<file path="config.mk">
export PLATFORM = sky130hd
export DESIGN_NAME = ryuv_csc
export DESIGN_NICKNAME = d
export VERILOG_FILES = /design/src/hw/rtl/assert_macros.svh /design/src/hw/rtl/ryuv_pkg.sv /design/src/hw/rtl/ryuv_csc.sv
export SDC_FILE = /design/constraint.sdc
export NUM_CORES = 1
export LEC_CHECK = 0
export BUFFER_PORTS_ARGS = -buffer_cell sky130_fd_sc_hd__buf_2
export CAP_MARGIN = 20
export CORE_ASPECT_RATIO = 1.4
export CORE_MARGIN = 4
export CORE_UTILIZATION = 45
export DETAILED_ROUTE_END_ITERATION = 16
export GPL_TIMING_DRIVEN = 0
export PLACE_DENSITY = 0.66
export SLEW_MARGIN = 25
export SYNTH_ARGS = -nofsm -noshare
export SYNTH_HDL_FRONTEND = slang
export SYNTH_SLANG_ARGS = --single-unit
</file>
<file path="constraint.sdc">
create_clock -name vclk -period 10
set_clock_uncertainty 0.2 [all_clocks]
set_input_delay 0.5 -clock vclk [all_inputs]
set_output_delay 0.5 -clock vclk [all_outputs]
set_load 0.01 [all_outputs]
</file>
<file path="src/hw/rtl/assert_macros.svh">
// Assertion macros shared by the converter RTL.
// Clocked, reset-qualified concurrent assertions; no other dependencies.
`ifndef ASSERT_MACROS_SVH
`define ASSERT_MACROS_SVH

// Property checked at every rising clock edge outside reset
`define RYUV_ASSERT(lbl, clk, rst_n, prop, msg) \
  lbl: assert property (@(posedge clk) disable iff (!rst_n) (prop)) else $error(msg);

// Condition in one cycle implies a consequence in the next cycle
`define RYUV_ASSERT_NEXT(lbl, clk, rst_n, ante, cons, msg) \
  lbl: assert property (@(posedge clk) disable iff (!rst_n) (ante) |=> (cons)) else $error(msg);

`endif

</file>
<file path="src/hw/rtl/ryuv_pkg.sv">
// Package for the RGB to YCbCr 4:2:0 converter: sizes, coefficients, types.
// No dependencies; used by every other file of the block but assert_macros.svh.
package ryuv_pkg;

  // Frame geometry
  localparam int MAX_WIDTH    = 4096;
  localparam int HEIGHT_LIMIT = 4096;
  localparam int LINE_DEPTH   = MAX_WIDTH / 2;
  localparam int LINE_AW      = $clog2(LINE_DEPTH);
  localparam int COL_W        = $clog2(MAX_WIDTH);
  localparam int ROW_W        = $clog2(HEIGHT_LIMIT);
  localparam int DIM_W        = 13;
  localparam int CLAMP_W      = DIM_W + 1;

  localparam logic [CLAMP_W-1:0] WIDTH_MAX  = CLAMP_W'(MAX_WIDTH);
  localparam logic [CLAMP_W-1:0] HEIGHT_MAX = CLAMP_W'(HEIGHT_LIMIT);
  localparam logic [DIM_W-1:0]   WIDTH_RST  = DIM_W'(640);
  localparam logic [DIM_W-1:0]   HEIGHT_RST = DIM_W'(480);

  // Pixel and chroma widths
  localparam int PIX_W  = 8;
  localparam int PAIR_W = PIX_W + 1;
  localparam int ACC_W  = 24;

  // BT.601 coefficients in Q0.16, rounded
  localparam logic [15:0] Y_R  = 16'd16843;
  localparam logic [15:0] Y_G  = 16'd33030;
  localparam logic [15:0] Y_B  = 16'd6423;
  localparam logic [15:0] CB_R = 16'd9699;
  localparam logic [15:0] CB_G = 16'd19071;
  localparam logic [15:0] CB_B = 16'd28770;
  localparam logic [15:0] CR_R = 16'd28770;
  localparam logic [15:0] CR_G = 16'd24117;
  localparam logic [15:0] CR_B = 16'd4653;

  localparam logic [PIX_W-1:0] LUMA_OFFSET = 8'd16;
  localparam logic [ACC_W-1:0] CHROMA_BIAS = 24'd8388608;

  // Configuration register indexes
  typedef enum logic [0:0] {
    CFG_FRAME_WIDTH  = 1'b0,
    CFG_FRAME_HEIGHT = 1'b1
  } cfg_idx_t;

  typedef logic [DIM_W-1:0] dim_t;

  // Position of one pixel within the frame
  typedef struct packed {
    logic               col_odd;
    logic               row_odd;
    logic [LINE_AW-1:0] idx;
    logic               frame_end;
  } pos_t;

  // Clear the low bit and clamp into [2, hi]
  function automatic logic [CLAMP_W-1:0] even_clamp(input dim_t v,
                                                    input logic [CLAMP_W-1:0] hi);
    logic [CLAMP_W-1:0] e;
    e = {1'b0, v[DIM_W-1:1], 1'b0};
    if (e < CLAMP_W'(2)) e = CLAMP_W'(2);
    if (e > hi) e = hi;
    return e;
  endfunction

endpackage

</file>
<file path="src/hw/rtl/ryuv_csc.sv">
// BT.601 studio-range color conversion of one pixel, constant multiplies only.
// Depends on ryuv_pkg.
module ryuv_csc (
  input  logic [ryuv_pkg::PIX_W-1:0] blue,
  input  logic [ryuv_pkg::PIX_W-1:0] green,
  input  logic [ryuv_pkg::PIX_W-1:0] red,
  output logic [ryuv_pkg::PIX_W-1:0] luma,
  output logic [ryuv_pkg::PIX_W-1:0] cb,
  output logic [ryuv_pkg::PIX_W-1:0] cr
);

  localparam int AW = ryuv_pkg::ACC_W;

  logic [AW-1:0] r_x, g_x, b_x;
  logic [AW-1:0] y_sum, cb_sum, cr_sum;

  assign r_x = AW'(red);
  assign g_x = AW'(green);
  assign b_x = AW'(blue);

  // Q8.16 sums; all stay within 24 bits and never go negative
  assign y_sum  = AW'(ryuv_pkg::Y_R) * r_x + AW'(ryuv_pkg::Y_G) * g_x
                + AW'(ryuv_pkg::Y_B) * b_x;
  assign cb_sum = AW'(ryuv_pkg::CB_B) * b_x + ryuv_pkg::CHROMA_BIAS
                - AW'(ryuv_pkg::CB_R) * r_x - AW'(ryuv_pkg::CB_G) * g_x;
  assign cr_sum = AW'(ryuv_pkg::CR_R) * r_x + ryuv_pkg::CHROMA_BIAS
                - AW'(ryuv_pkg::CR_G) * g_x - AW'(ryuv_pkg::CR_B) * b_x;

  // Floor by taking the integer byte
  assign luma = ryuv_pkg::LUMA_OFFSET + y_sum[AW-1:16];
  assign cb   = cb_sum[AW-1:16];
  assign cr   = cr_sum[AW-1:16];

endmodule

</file>
==> metrics.txt <==
outcome complete, no violations; average cell area after synthesis 9.70 um^2; share of the clock period used by the worst path after layout 94.7%; filler instances about 3400; Crit Path Max Fanout 12; antenna cell count 0; via density per instance between 5 and 6; Setup Crit Path Kind input pin to primary output; TritonRoute pass-1 iters 6; Detail Route Antenna Nets 0; pin count of the biggest net entering global routing 22; Resized cells post-CTS 0; cts hold-fix bufs 0; unrepaired setup endpoints after global routing no; sum of net half-perimeters after detailed placement 38.0 mm; synth-to-layout area growth 5.04%; capturing element type of the critical path primary output; final net count 2531; top-level I/O count 48; Fin Hold WS 1680 ps; Max Clock Freq between 0.1 and 0.15 GHz; number of antenna violations at the first check in global routing 0; placeable core area 36000 um^2; total nets after synthesis 2481; Worst path top cell family by delay adder cells; cell with the largest stage delay on the worst path fa_1; total global-route track usage 22.1%; number of max-capacitance violations reported 0; post-detailed-route DRC marker count 0; minimum setup slack after placement 288 ps; cell count after synthesis 1705; number of clock-tree buffers in the layout 0; Slew Limit Fails 0; WL/cell 19.5 um; horizontal die dimension 170 um; Std-Cell Rows 82; Period minus WS final 9470 ps; hold path startpoint green[3]; Final setup viols 0; first-iteration detailed-routing DRC count 413; global placement routability congestion about 0.98; CP Data Arrival Time 8770 ps; sequential cell area fraction in the yosys report 0%; final number of hold-violating endpoints 0; floorplan die height 235 um; Hold Path Sink luma[7]; total number of yosys warnings 0; vias after detailed routing around 12000; number of global-route vias before repair 12800; global-route congestion overflow total 0; worst hold path type input pin to primary output; hold path depth 5; wire length of the first global-routing pass 69.0 mm; fraction of the core area covered by cells at the end of the flow about 48%; summed instance area of the synthesized netlist between 15000 and 20000 um^2; sequential cell count of the final layout 0; transition time at the pin with the least slew margin approximately 750 ps; total buffers and inverters traversed by the critical path 7; worst stage delay on the critical path 530 ps; Register Area 0 um^2; Levels on crit path 32; Port-buffer cells 48; required arrival time at the worst endpoint around 9300 ps; ratio of cells with drive above 1 in the final layout 3.48%; Routed Wire Length 43.2 mm; postcts setup bufs 0; library cell with the largest summed area after synthesis fa_1; Final Worst Setup Slack ~530 ps; Max-Slew Margin vs Limit 49.7%; aggregate negative setup slack 0 ps; main area contributors after synthesis fa_1 (39%), ha_1 (32%), inv_1 (12%); number of distinct library cells after synthesis 56; initial cell density of the core 45.9%; Die ar. 39900 um^2; area share of the leading cell type in the synthesized netlist roughly 40%; Startpoint Class input pin
-- kinds of logic (layout without fill, tap and decap cells) --
family / count (synthesis) / in the layout / synth area share [%]
buffers and inverters: 542 / 590 / 12.3
adder cells (fa/ha/maj): 752 / 752 / 71.7
XOR/XNOR: 69 / 69 / 3.65
multiplexers: 2 / 2 / 0.121
AND/OR/NAND/NOR: 160 / 160 / 4.93
AO/OA/AOI/OAI: 180 / 180 / 7.34
-- cell usage in the layout, fill, tap and decap left out, drive strengths merged, types with 28 or more instances in the layout --
master / n
a21o: 29
a21oi: 52
buf: 47
fa: 325
ha: 427
inv: 542
nand2: 28
nor2: 40
o21ai: 30
xnor2: 46
-- per-stage QoR --
stage	instances	area, um^2
6_report	2215	17400
2_1_floorplan	1705	16500
4_1_cts	2215	17400
3_3_place_gp	2215	17400
3_5_place_dp	2215	17400
5_1_grt	2215	17400
-- Yosys cell counts (3+ instances only) --
master / instances
ha_1: 427
a21oi_1: 52
nand4_1: 7
or4_1: 3
nand3b_1: 3
fa_1: 325
o21a_1: 11
nand2b_1: 10
a21o_1: 29
a211oi_1: 6
a2111oi_0: 3
o31ai_1: 3
a31o_2: 4
inv_1: 542
xnor2_1: 46
nor2b_1: 8
and3_1: 11
o21bai_1: 10
o21ai_0: 27
or2_2: 3
nor4_1: 4
nand2_1: 28
a31oi_1: 5
nand3_1: 16
nor2_1: 40
o21ai_1: 3
o211ai_1: 4
nor3_1: 16
or3_1: 4
xor2_1: 23
-- worst min-delay path, cell delays in order --
cell and delay [ps]:
buf_2 260, o2111ai_1 260, xor2_1 100, xnor2_1 110, buf_2 130
-- layer usage --
metal / share of wire [%] / global-route usage, % / wire length [um] / vias to the layer above
met5: 0 / 0 / 0 / -
li1: - / - / - / 5397
met4: 6.2 / 9.47 / 2660 / 0
met2: 52 / 40.4 / 22500 / 222
met3: 3.5 / 2.25 / 1500 / 113
met1: 38 / 26.1 / 16500 / 5842
-- final cells by class --
| class | instances | area [um^2] | share of cell area [%] |
|---|---|---|---|
| Inverter | 542 | 2030 | 11.7 |
| Multi-Input combinational cell | 1163 | 14500 | 83.6 |
| Timing Repair Buffer | 48 | 243 | 1.40 |
| Tap cell | 462 | 578 | 3.33 |
-- how the worst max path moves through the flow --
stage / startpoint / to / slack [ps]
5_1_grt: blue[1] / cb[7] / 50
4_1_cts: blue[0] / cb[7] / 250
3_5_place_dp: blue[0] / cb[7] / 290
3_3_place_gp: blue[0] / cb[7] / 380
2_1_floorplan: blue[0] / cb[6] / 2340
6_report: blue[1] / cb[7] / 530
Power is not shown: default switching activity piles up to over one toggle a cycle in this logic, so the estimate is an artifact.
