==> config.mk <==
export PLATFORM = sky130hd
export DESIGN_NAME = ryuv_ctrl
export DESIGN_NICKNAME = d
export VERILOG_FILES = /design/src/hw/rtl/assert_macros.svh /design/src/hw/rtl/ryuv_pkg.sv /design/src/hw/rtl/ryuv_ctrl.sv
export SDC_FILE = /design/constraint.sdc
export NUM_CORES = 1
export LEC_CHECK = 0
export BUFFER_PORTS_ARGS = -buffer_cell sky130_fd_sc_hd__buf_4
export CORE_UTILIZATION = 39
export CTS_CLUSTER_DIAMETER = 120
export DETAILED_ROUTE_END_ITERATION = 10
export SETUP_SLACK_MARGIN = 0.15
export SLEW_MARGIN = 20
export SYNTH_ARGS = -nofsm -noshare
export SYNTH_HDL_FRONTEND = slang
export SYNTH_SLANG_ARGS = --single-unit
==> constraint.sdc <==
create_clock -name clk -period 6.7 [get_ports clk]
set_clock_uncertainty 0.1 [all_clocks]
set_input_delay 1.34 -clock clk [delete_from_list [all_inputs] [get_ports clk]]
set_output_delay 1.34 -clock clk [all_outputs]
set_load 0.02 [all_outputs]
==> src/hw/rtl/assert_macros.svh <==
// Assertion macros shared by the converter RTL.
// Clocked, reset-qualified concurrent assertions; no other dependencies.
`ifndef ASSERT_MACROS_SVH
`define ASSERT_MACROS_SVH

// Property checked at every rising clock edge outside reset
`define RYUV_ASSERT(lbl, clk, rst_n, prop, msg) \
  lbl: assert property (@(posedge clk) disable iff (!rst_n) (prop)) else $error(msg);

// Condition in one cycle implies a consequence in the next cycle
`define RYUV_ASSERT_NEXT(lbl, clk, rst_n, ante, cons, msg) \
  lbl: assert property (@(posedge clk) disable iff (!rst_n) (ante) |=> (cons)) else $error(msg);

`endif

==> src/hw/rtl/ryuv_pkg.sv <==
// Package for the RGB to YCbCr 4:2:0 converter: sizes, coefficients, types.
// No dependencies; used by every other file of the block but assert_macros.svh.
package ryuv_pkg;

  // Frame geometry
  localparam int MAX_WIDTH    = 4096;
  localparam int HEIGHT_LIMIT = 4096;
  localparam int LINE_DEPTH   = MAX_WIDTH / 2;
  localparam int LINE_AW      = $clog2(LINE_DEPTH);
  localparam int COL_W        = $clog2(MAX_WIDTH);
  localparam int ROW_W        = $clog2(HEIGHT_LIMIT);
  localparam int DIM_W        = 13;
  localparam int CLAMP_W      = DIM_W + 1;

  localparam logic [CLAMP_W-1:0] WIDTH_MAX  = CLAMP_W'(MAX_WIDTH);
  localparam logic [CLAMP_W-1:0] HEIGHT_MAX = CLAMP_W'(HEIGHT_LIMIT);
  localparam logic [DIM_W-1:0]   WIDTH_RST  = DIM_W'(640);
  localparam logic [DIM_W-1:0]   HEIGHT_RST = DIM_W'(480);

  // Pixel and chroma widths
  localparam int PIX_W  = 8;
  localparam int PAIR_W = PIX_W + 1;
  localparam int ACC_W  = 24;

  // BT.601 coefficients in Q0.16, rounded
  localparam logic [15:0] Y_R  = 16'd16843;
  localparam logic [15:0] Y_G  = 16'd33030;
  localparam logic [15:0] Y_B  = 16'd6423;
  localparam logic [15:0] CB_R = 16'd9699;
  localparam logic [15:0] CB_G = 16'd19071;
  localparam logic [15:0] CB_B = 16'd28770;
  localparam logic [15:0] CR_R = 16'd28770;
  localparam logic [15:0] CR_G = 16'd24117;
  localparam logic [15:0] CR_B = 16'd4653;

  localparam logic [PIX_W-1:0] LUMA_OFFSET = 8'd16;
  localparam logic [ACC_W-1:0] CHROMA_BIAS = 24'd8388608;

  // Configuration register indexes
  typedef enum logic [0:0] {
    CFG_FRAME_WIDTH  = 1'b0,
    CFG_FRAME_HEIGHT = 1'b1
  } cfg_idx_t;

  typedef logic [DIM_W-1:0] dim_t;

  // Position of one pixel within the frame
  typedef struct packed {
    logic               col_odd;
    logic               row_odd;
    logic [LINE_AW-1:0] idx;
    logic               frame_end;
  } pos_t;

  // Clear the low bit and clamp into [2, hi]
  function automatic logic [CLAMP_W-1:0] even_clamp(input dim_t v,
                                                    input logic [CLAMP_W-1:0] hi);
    logic [CLAMP_W-1:0] e;
    e = {1'b0, v[DIM_W-1:1], 1'b0};
    if (e < CLAMP_W'(2)) e = CLAMP_W'(2);
    if (e > hi) e = hi;
    return e;
  endfunction

endpackage

==> src/hw/rtl/ryuv_ctrl.sv <==
// Frame geometry registers and column/row counters for the converter.
// Depends on ryuv_pkg.
module ryuv_ctrl (
  input  logic                       clk,
  input  logic                       rst_n,
  input  logic                       cfg_we,
  input  logic [0:0]                 cfg_index,
  input  ryuv_pkg::dim_t             cfg_data,
  input  logic                       adv,
  output ryuv_pkg::pos_t             pos
);

  ryuv_pkg::dim_t                      width_r, width_nxt;
  ryuv_pkg::dim_t                      height_r, height_nxt;
  logic [ryuv_pkg::COL_W-1:0]          col_r, col_nxt;
  logic [ryuv_pkg::ROW_W-1:0]          row_r, row_nxt;
  logic [ryuv_pkg::CLAMP_W-1:0]        col_last;
  logic [ryuv_pkg::CLAMP_W-1:0]        row_last;
  logic                                col_wrap;
  logic                                row_wrap;

  // Register decode
  always_comb begin
    width_nxt  = width_r;
    height_nxt = height_r;
    if (cfg_we) begin
      unique case (ryuv_pkg::cfg_idx_t'(cfg_index))
        ryuv_pkg::CFG_FRAME_WIDTH:  width_nxt  = cfg_data;
        ryuv_pkg::CFG_FRAME_HEIGHT: height_nxt = cfg_data;
        default: ;
      endcase
    end
  end

  // Last valid column and row under the current geometry
  assign col_last = ryuv_pkg::even_clamp(width_r, ryuv_pkg::WIDTH_MAX)
                    - ryuv_pkg::CLAMP_W'(1);
  assign row_last = ryuv_pkg::even_clamp(height_r, ryuv_pkg::HEIGHT_MAX)
                    - ryuv_pkg::CLAMP_W'(1);
  assign col_wrap = (ryuv_pkg::CLAMP_W'(col_r) >= col_last);
  assign row_wrap = (ryuv_pkg::CLAMP_W'(row_r) >= row_last);

  // Counter advance per accepted pixel
  always_comb begin
    col_nxt = col_r;
    row_nxt = row_r;
    if (adv) begin
      if (col_wrap) begin
        col_nxt = '0;
        row_nxt = row_wrap ? '0 : row_r + ryuv_pkg::ROW_W'(1);
      end else begin
        col_nxt = col_r + ryuv_pkg::COL_W'(1);
      end
    end
  end

  always_ff @(posedge clk) begin
    if (!rst_n) begin
      width_r  <= ryuv_pkg::WIDTH_RST;
      height_r <= ryuv_pkg::HEIGHT_RST;
      col_r    <= '0;
      row_r    <= '0;
    end else begin
      width_r  <= width_nxt;
      height_r <= height_nxt;
      col_r    <= col_nxt;
      row_r    <= row_nxt;
    end
  end

  // Position of the pixel being accepted now
  assign pos.col_odd   = col_r[0];
  assign pos.row_odd   = row_r[0];
  assign pos.idx       = col_r[ryuv_pkg::COL_W-1:1];
  assign pos.frame_end = col_wrap & row_wrap;

endmodule

==> impl_metrics.toml <==
[status]
outcome = "completed"

[route]
drt_wl_total_um = 7080
routedWlPerCell_um = 13.6
vias_per_cell = 5.48
drc = 0
dr_total_vias = 2863
dr.pass1.iters = 4
antenna_left = 0
drt_iter0_markers = 108

[pwr]
peakVddDrop_uv = 97.7
power_density_nw_per_um2 = 173
p_leak_nw = 1.39

[synth]
async_flop_share_pct = 0
syn_area_um2 = 3170
yosysUniqueCellTypes = 49
seq_area_frac_synth_pct = 30.3
synth_seq_cells = 48
synth_fp_nets = 447
netlist_instances = 403
synth_edf_count = 0
avgSynthCellArea_um2 = 7.87
synth_warnings = 0
synth-main-ff-cell = "dfxtp_1"

[setup_path]
worstSetupStartpointType = "flip-flop"
crit_fanout = 10
worstPathRequired_ps = 5260
arrival_ps = 3800
path_class = "reg -> out"
cp-end-kind = "output pin"

[floorplan]
core_um2 = 7810
die_h_um = 92.2
die_w_um = 92.2
die_area_um2 = 8490
initial_utilization_pct = 40.6
io_pins = 32
rows = 32

[global_routing]
overflow = 0
grt_usage_pct = 17.4
grt_pass1_wl_um = 12100
grt_max_degree = 55
antenna_found_initial = 0
grt_pass1_vias = 2595

[sta]
fmax_ghz = 0.191
hold_viol_final = 0
fin_crit_sh_pct = 78.2
drv_slew = 0
rsz0062_at_grt = "false"
tns_ps = 0
slew_headroom_pct = 37.0
setup_ws_ps = 1460
setup_viol = 0
worst_pin_slew_ps = 945
fin_hold_ws_ps = 415
min_period_ps = 5240

[cells_and_area]
diodes = 0
syn_to_final_growth_pct = 11.0
regArea_um2 = 961
nets = 463
drive_gt1_share_pct = 12.1
post-route-util_pct = 45.1
multiInputGateArea_um2 = 2070
fillerInstances = 799

[clock_tree]
ctsHoldBuffers = 0
cts_root_buffer = "clkbuf_8"
cts_setup_buffers = 0
cts.clk_slew.worst_paths_ps = 90
cts_made_buffers = 5
cts_tree = "done"
clock-sinks = 48
clock_latency_ps = 300
clk_path_buf_depth = 2
cts_resized = 0
cts_max_level = 2

[place]
dp_hpwl_um = 5270
gp_congestion = 0.850
port_buffers = 30
place_ws_ps = 1830

[flow_run]
maxCapViolCount = 0

[hold_path]
min-delay-path-class = "reg -> reg"
cell type report:
cell class | count | share of cell area, %
Tap cell | 102 | 3.62
Inverter | 7 | 0.746
Clock inverter | 2 | 0.995
Sequential cell | 48 | 27.3
Timing Repair Buffer | 30 | 6.40
Multi-Input combinational cell | 327 | 58.9
Clock buffer | 6 | 2.06
flip-flops by register name (all words and copies together) (netlist names):
signal,flops
width_r,12
col_r,12
height_r,12
row_r,12
cell families after synthesis:
group	count (synthesis)	share of synthesized area [%]
mux	1	0.355
buf+inv	28	4.30
simple gates	205	32.5
compound gates	78	17.6
xor+xnor	17	4.70
fa+ha+maj	26	10.3
flops	48	30.3
per-stage QoR:
stage	instance area [µm²]	cells	total power [mW]
final	3520	522	0.609
after floorplan	3170	403	0.380
after global routing	3520	522	0.642
after CTS	3520	522	0.617
after global placement	3410	514	0.404
after detailed placement	3410	514	0.406
metal layers:
metal / share of wire, % / vias to the layer above / wire length [µm] / global-route usage (%)
met5: 0 / - / 0 / 0
met4: 0 / 0 / 0 / 3.52
met3: 3.6 / 0 / 257 / 2.65
met2: 44 / 51 / 3140 / 27.8
met1: 52 / 1332 / 3680 / 24.6
li1: - / 1480 / - / -
cells in the mapped netlist (all sizes together) (4+ instances only):
cell type / count / area, µm²
a21boi: 20 / 150
a21oi: 8 / 40.0
and3: 5 / 31.3
buf: 6 / 53.8
clkbuf: 15 / 56.3
dfxtp: 48 / 961
ha: 26 / 325
inv: 7 / 26.3
nand2: 84 / 318
nand2b: 5 / 38.8
nand3: 16 / 80.1
nand3b: 7 / 52.6
nand4: 12 / 75.1
nor2: 31 / 116
nor2b: 6 / 37.5
nor3: 12 / 60.1
nor4: 9 / 86.3
o211ai: 8 / 60.1
o21a: 6 / 45.0
o21ai: 9 / 45.0
o221ai: 5 / 43.8
o22ai: 5 / 31.3
or3: 4 / 25.0
or3b: 4 / 35.0
xnor2: 9 / 78.8
xor2: 8 / 70.1
worst paths after layout:
kind,start,endpoint,slack (ps),cells after the start
max,width_r[5],pos[0],1460,17
max reg2reg,width_r[5],row_r[8],1800,16
min,height_r[1],height_r[1],420,2
min reg2reg,height_r[1],height_r[1],420,2
critical path: stages (launching register included):
cell and delay [ps]:
dfxtp_1 410, nor4_4 450, nand2_2 170, nor4_1 200
nor2_1 60, or2_2 290, ha_1 310, nand2_1 180
o311a_1 160, a21oi_1 40, ha_1 300, a211oi_1 240
o21ai_0 120, o211ai_1 170, nand2_1 110, nand2_1 80
nor2_1 40, buf_4 170
where the power goes:
part           leakage (nW)  internal, mW  switching (mW)
Clock                0.0552         0.111          0.0984
Sequential            0.391         0.294          0.0149
Combinational         0.941        0.0408          0.0501
placed cells by master (no fill, tap or decap), types with 2 or more instances in the layout:
master | synthesis | layout
nor4_1 | 7 | 7
nor3_1 | 12 | 12
nand3_1 | 16 | 16
nand3b_1 | 7 | 7
and3_1 | 5 | 5
o221ai_1 | 5 | 5
nand4b_1 | 3 | 3
or3b_2 | 4 | 4
nor2_1 | 31 | 31
xnor2_1 | 9 | 9
dfxtp_1 | 48 | 48
buf_4 | 2 | 30
and2_1 | 2 | 2
or2_2 | 3 | 3
a211oi_1 | 3 | 3
a21boi_0 | 19 | 19
o211ai_1 | 8 | 8
o22ai_1 | 5 | 5
o21a_1 | 6 | 6
nor2b_1 | 6 | 6
a31oi_1 | 3 | 3
inv_1 | 7 | 7
a21oi_1 | 8 | 8
ha_1 | 26 | 26
or3_1 | 4 | 4
nor4_4 | 2 | 2
xor2_1 | 8 | 8
o32ai_1 | 2 | 2
and4_1 | 2 | 2
nand4_1 | 12 | 12
o21ai_0 | 8 | 8
clkbuf_8 | 0 | 5
nand2_1 | 83 | 83
nand2b_1 | 4 | 4
a221oi_1 | 2 | 2
(Power assumes the default switching activity.)
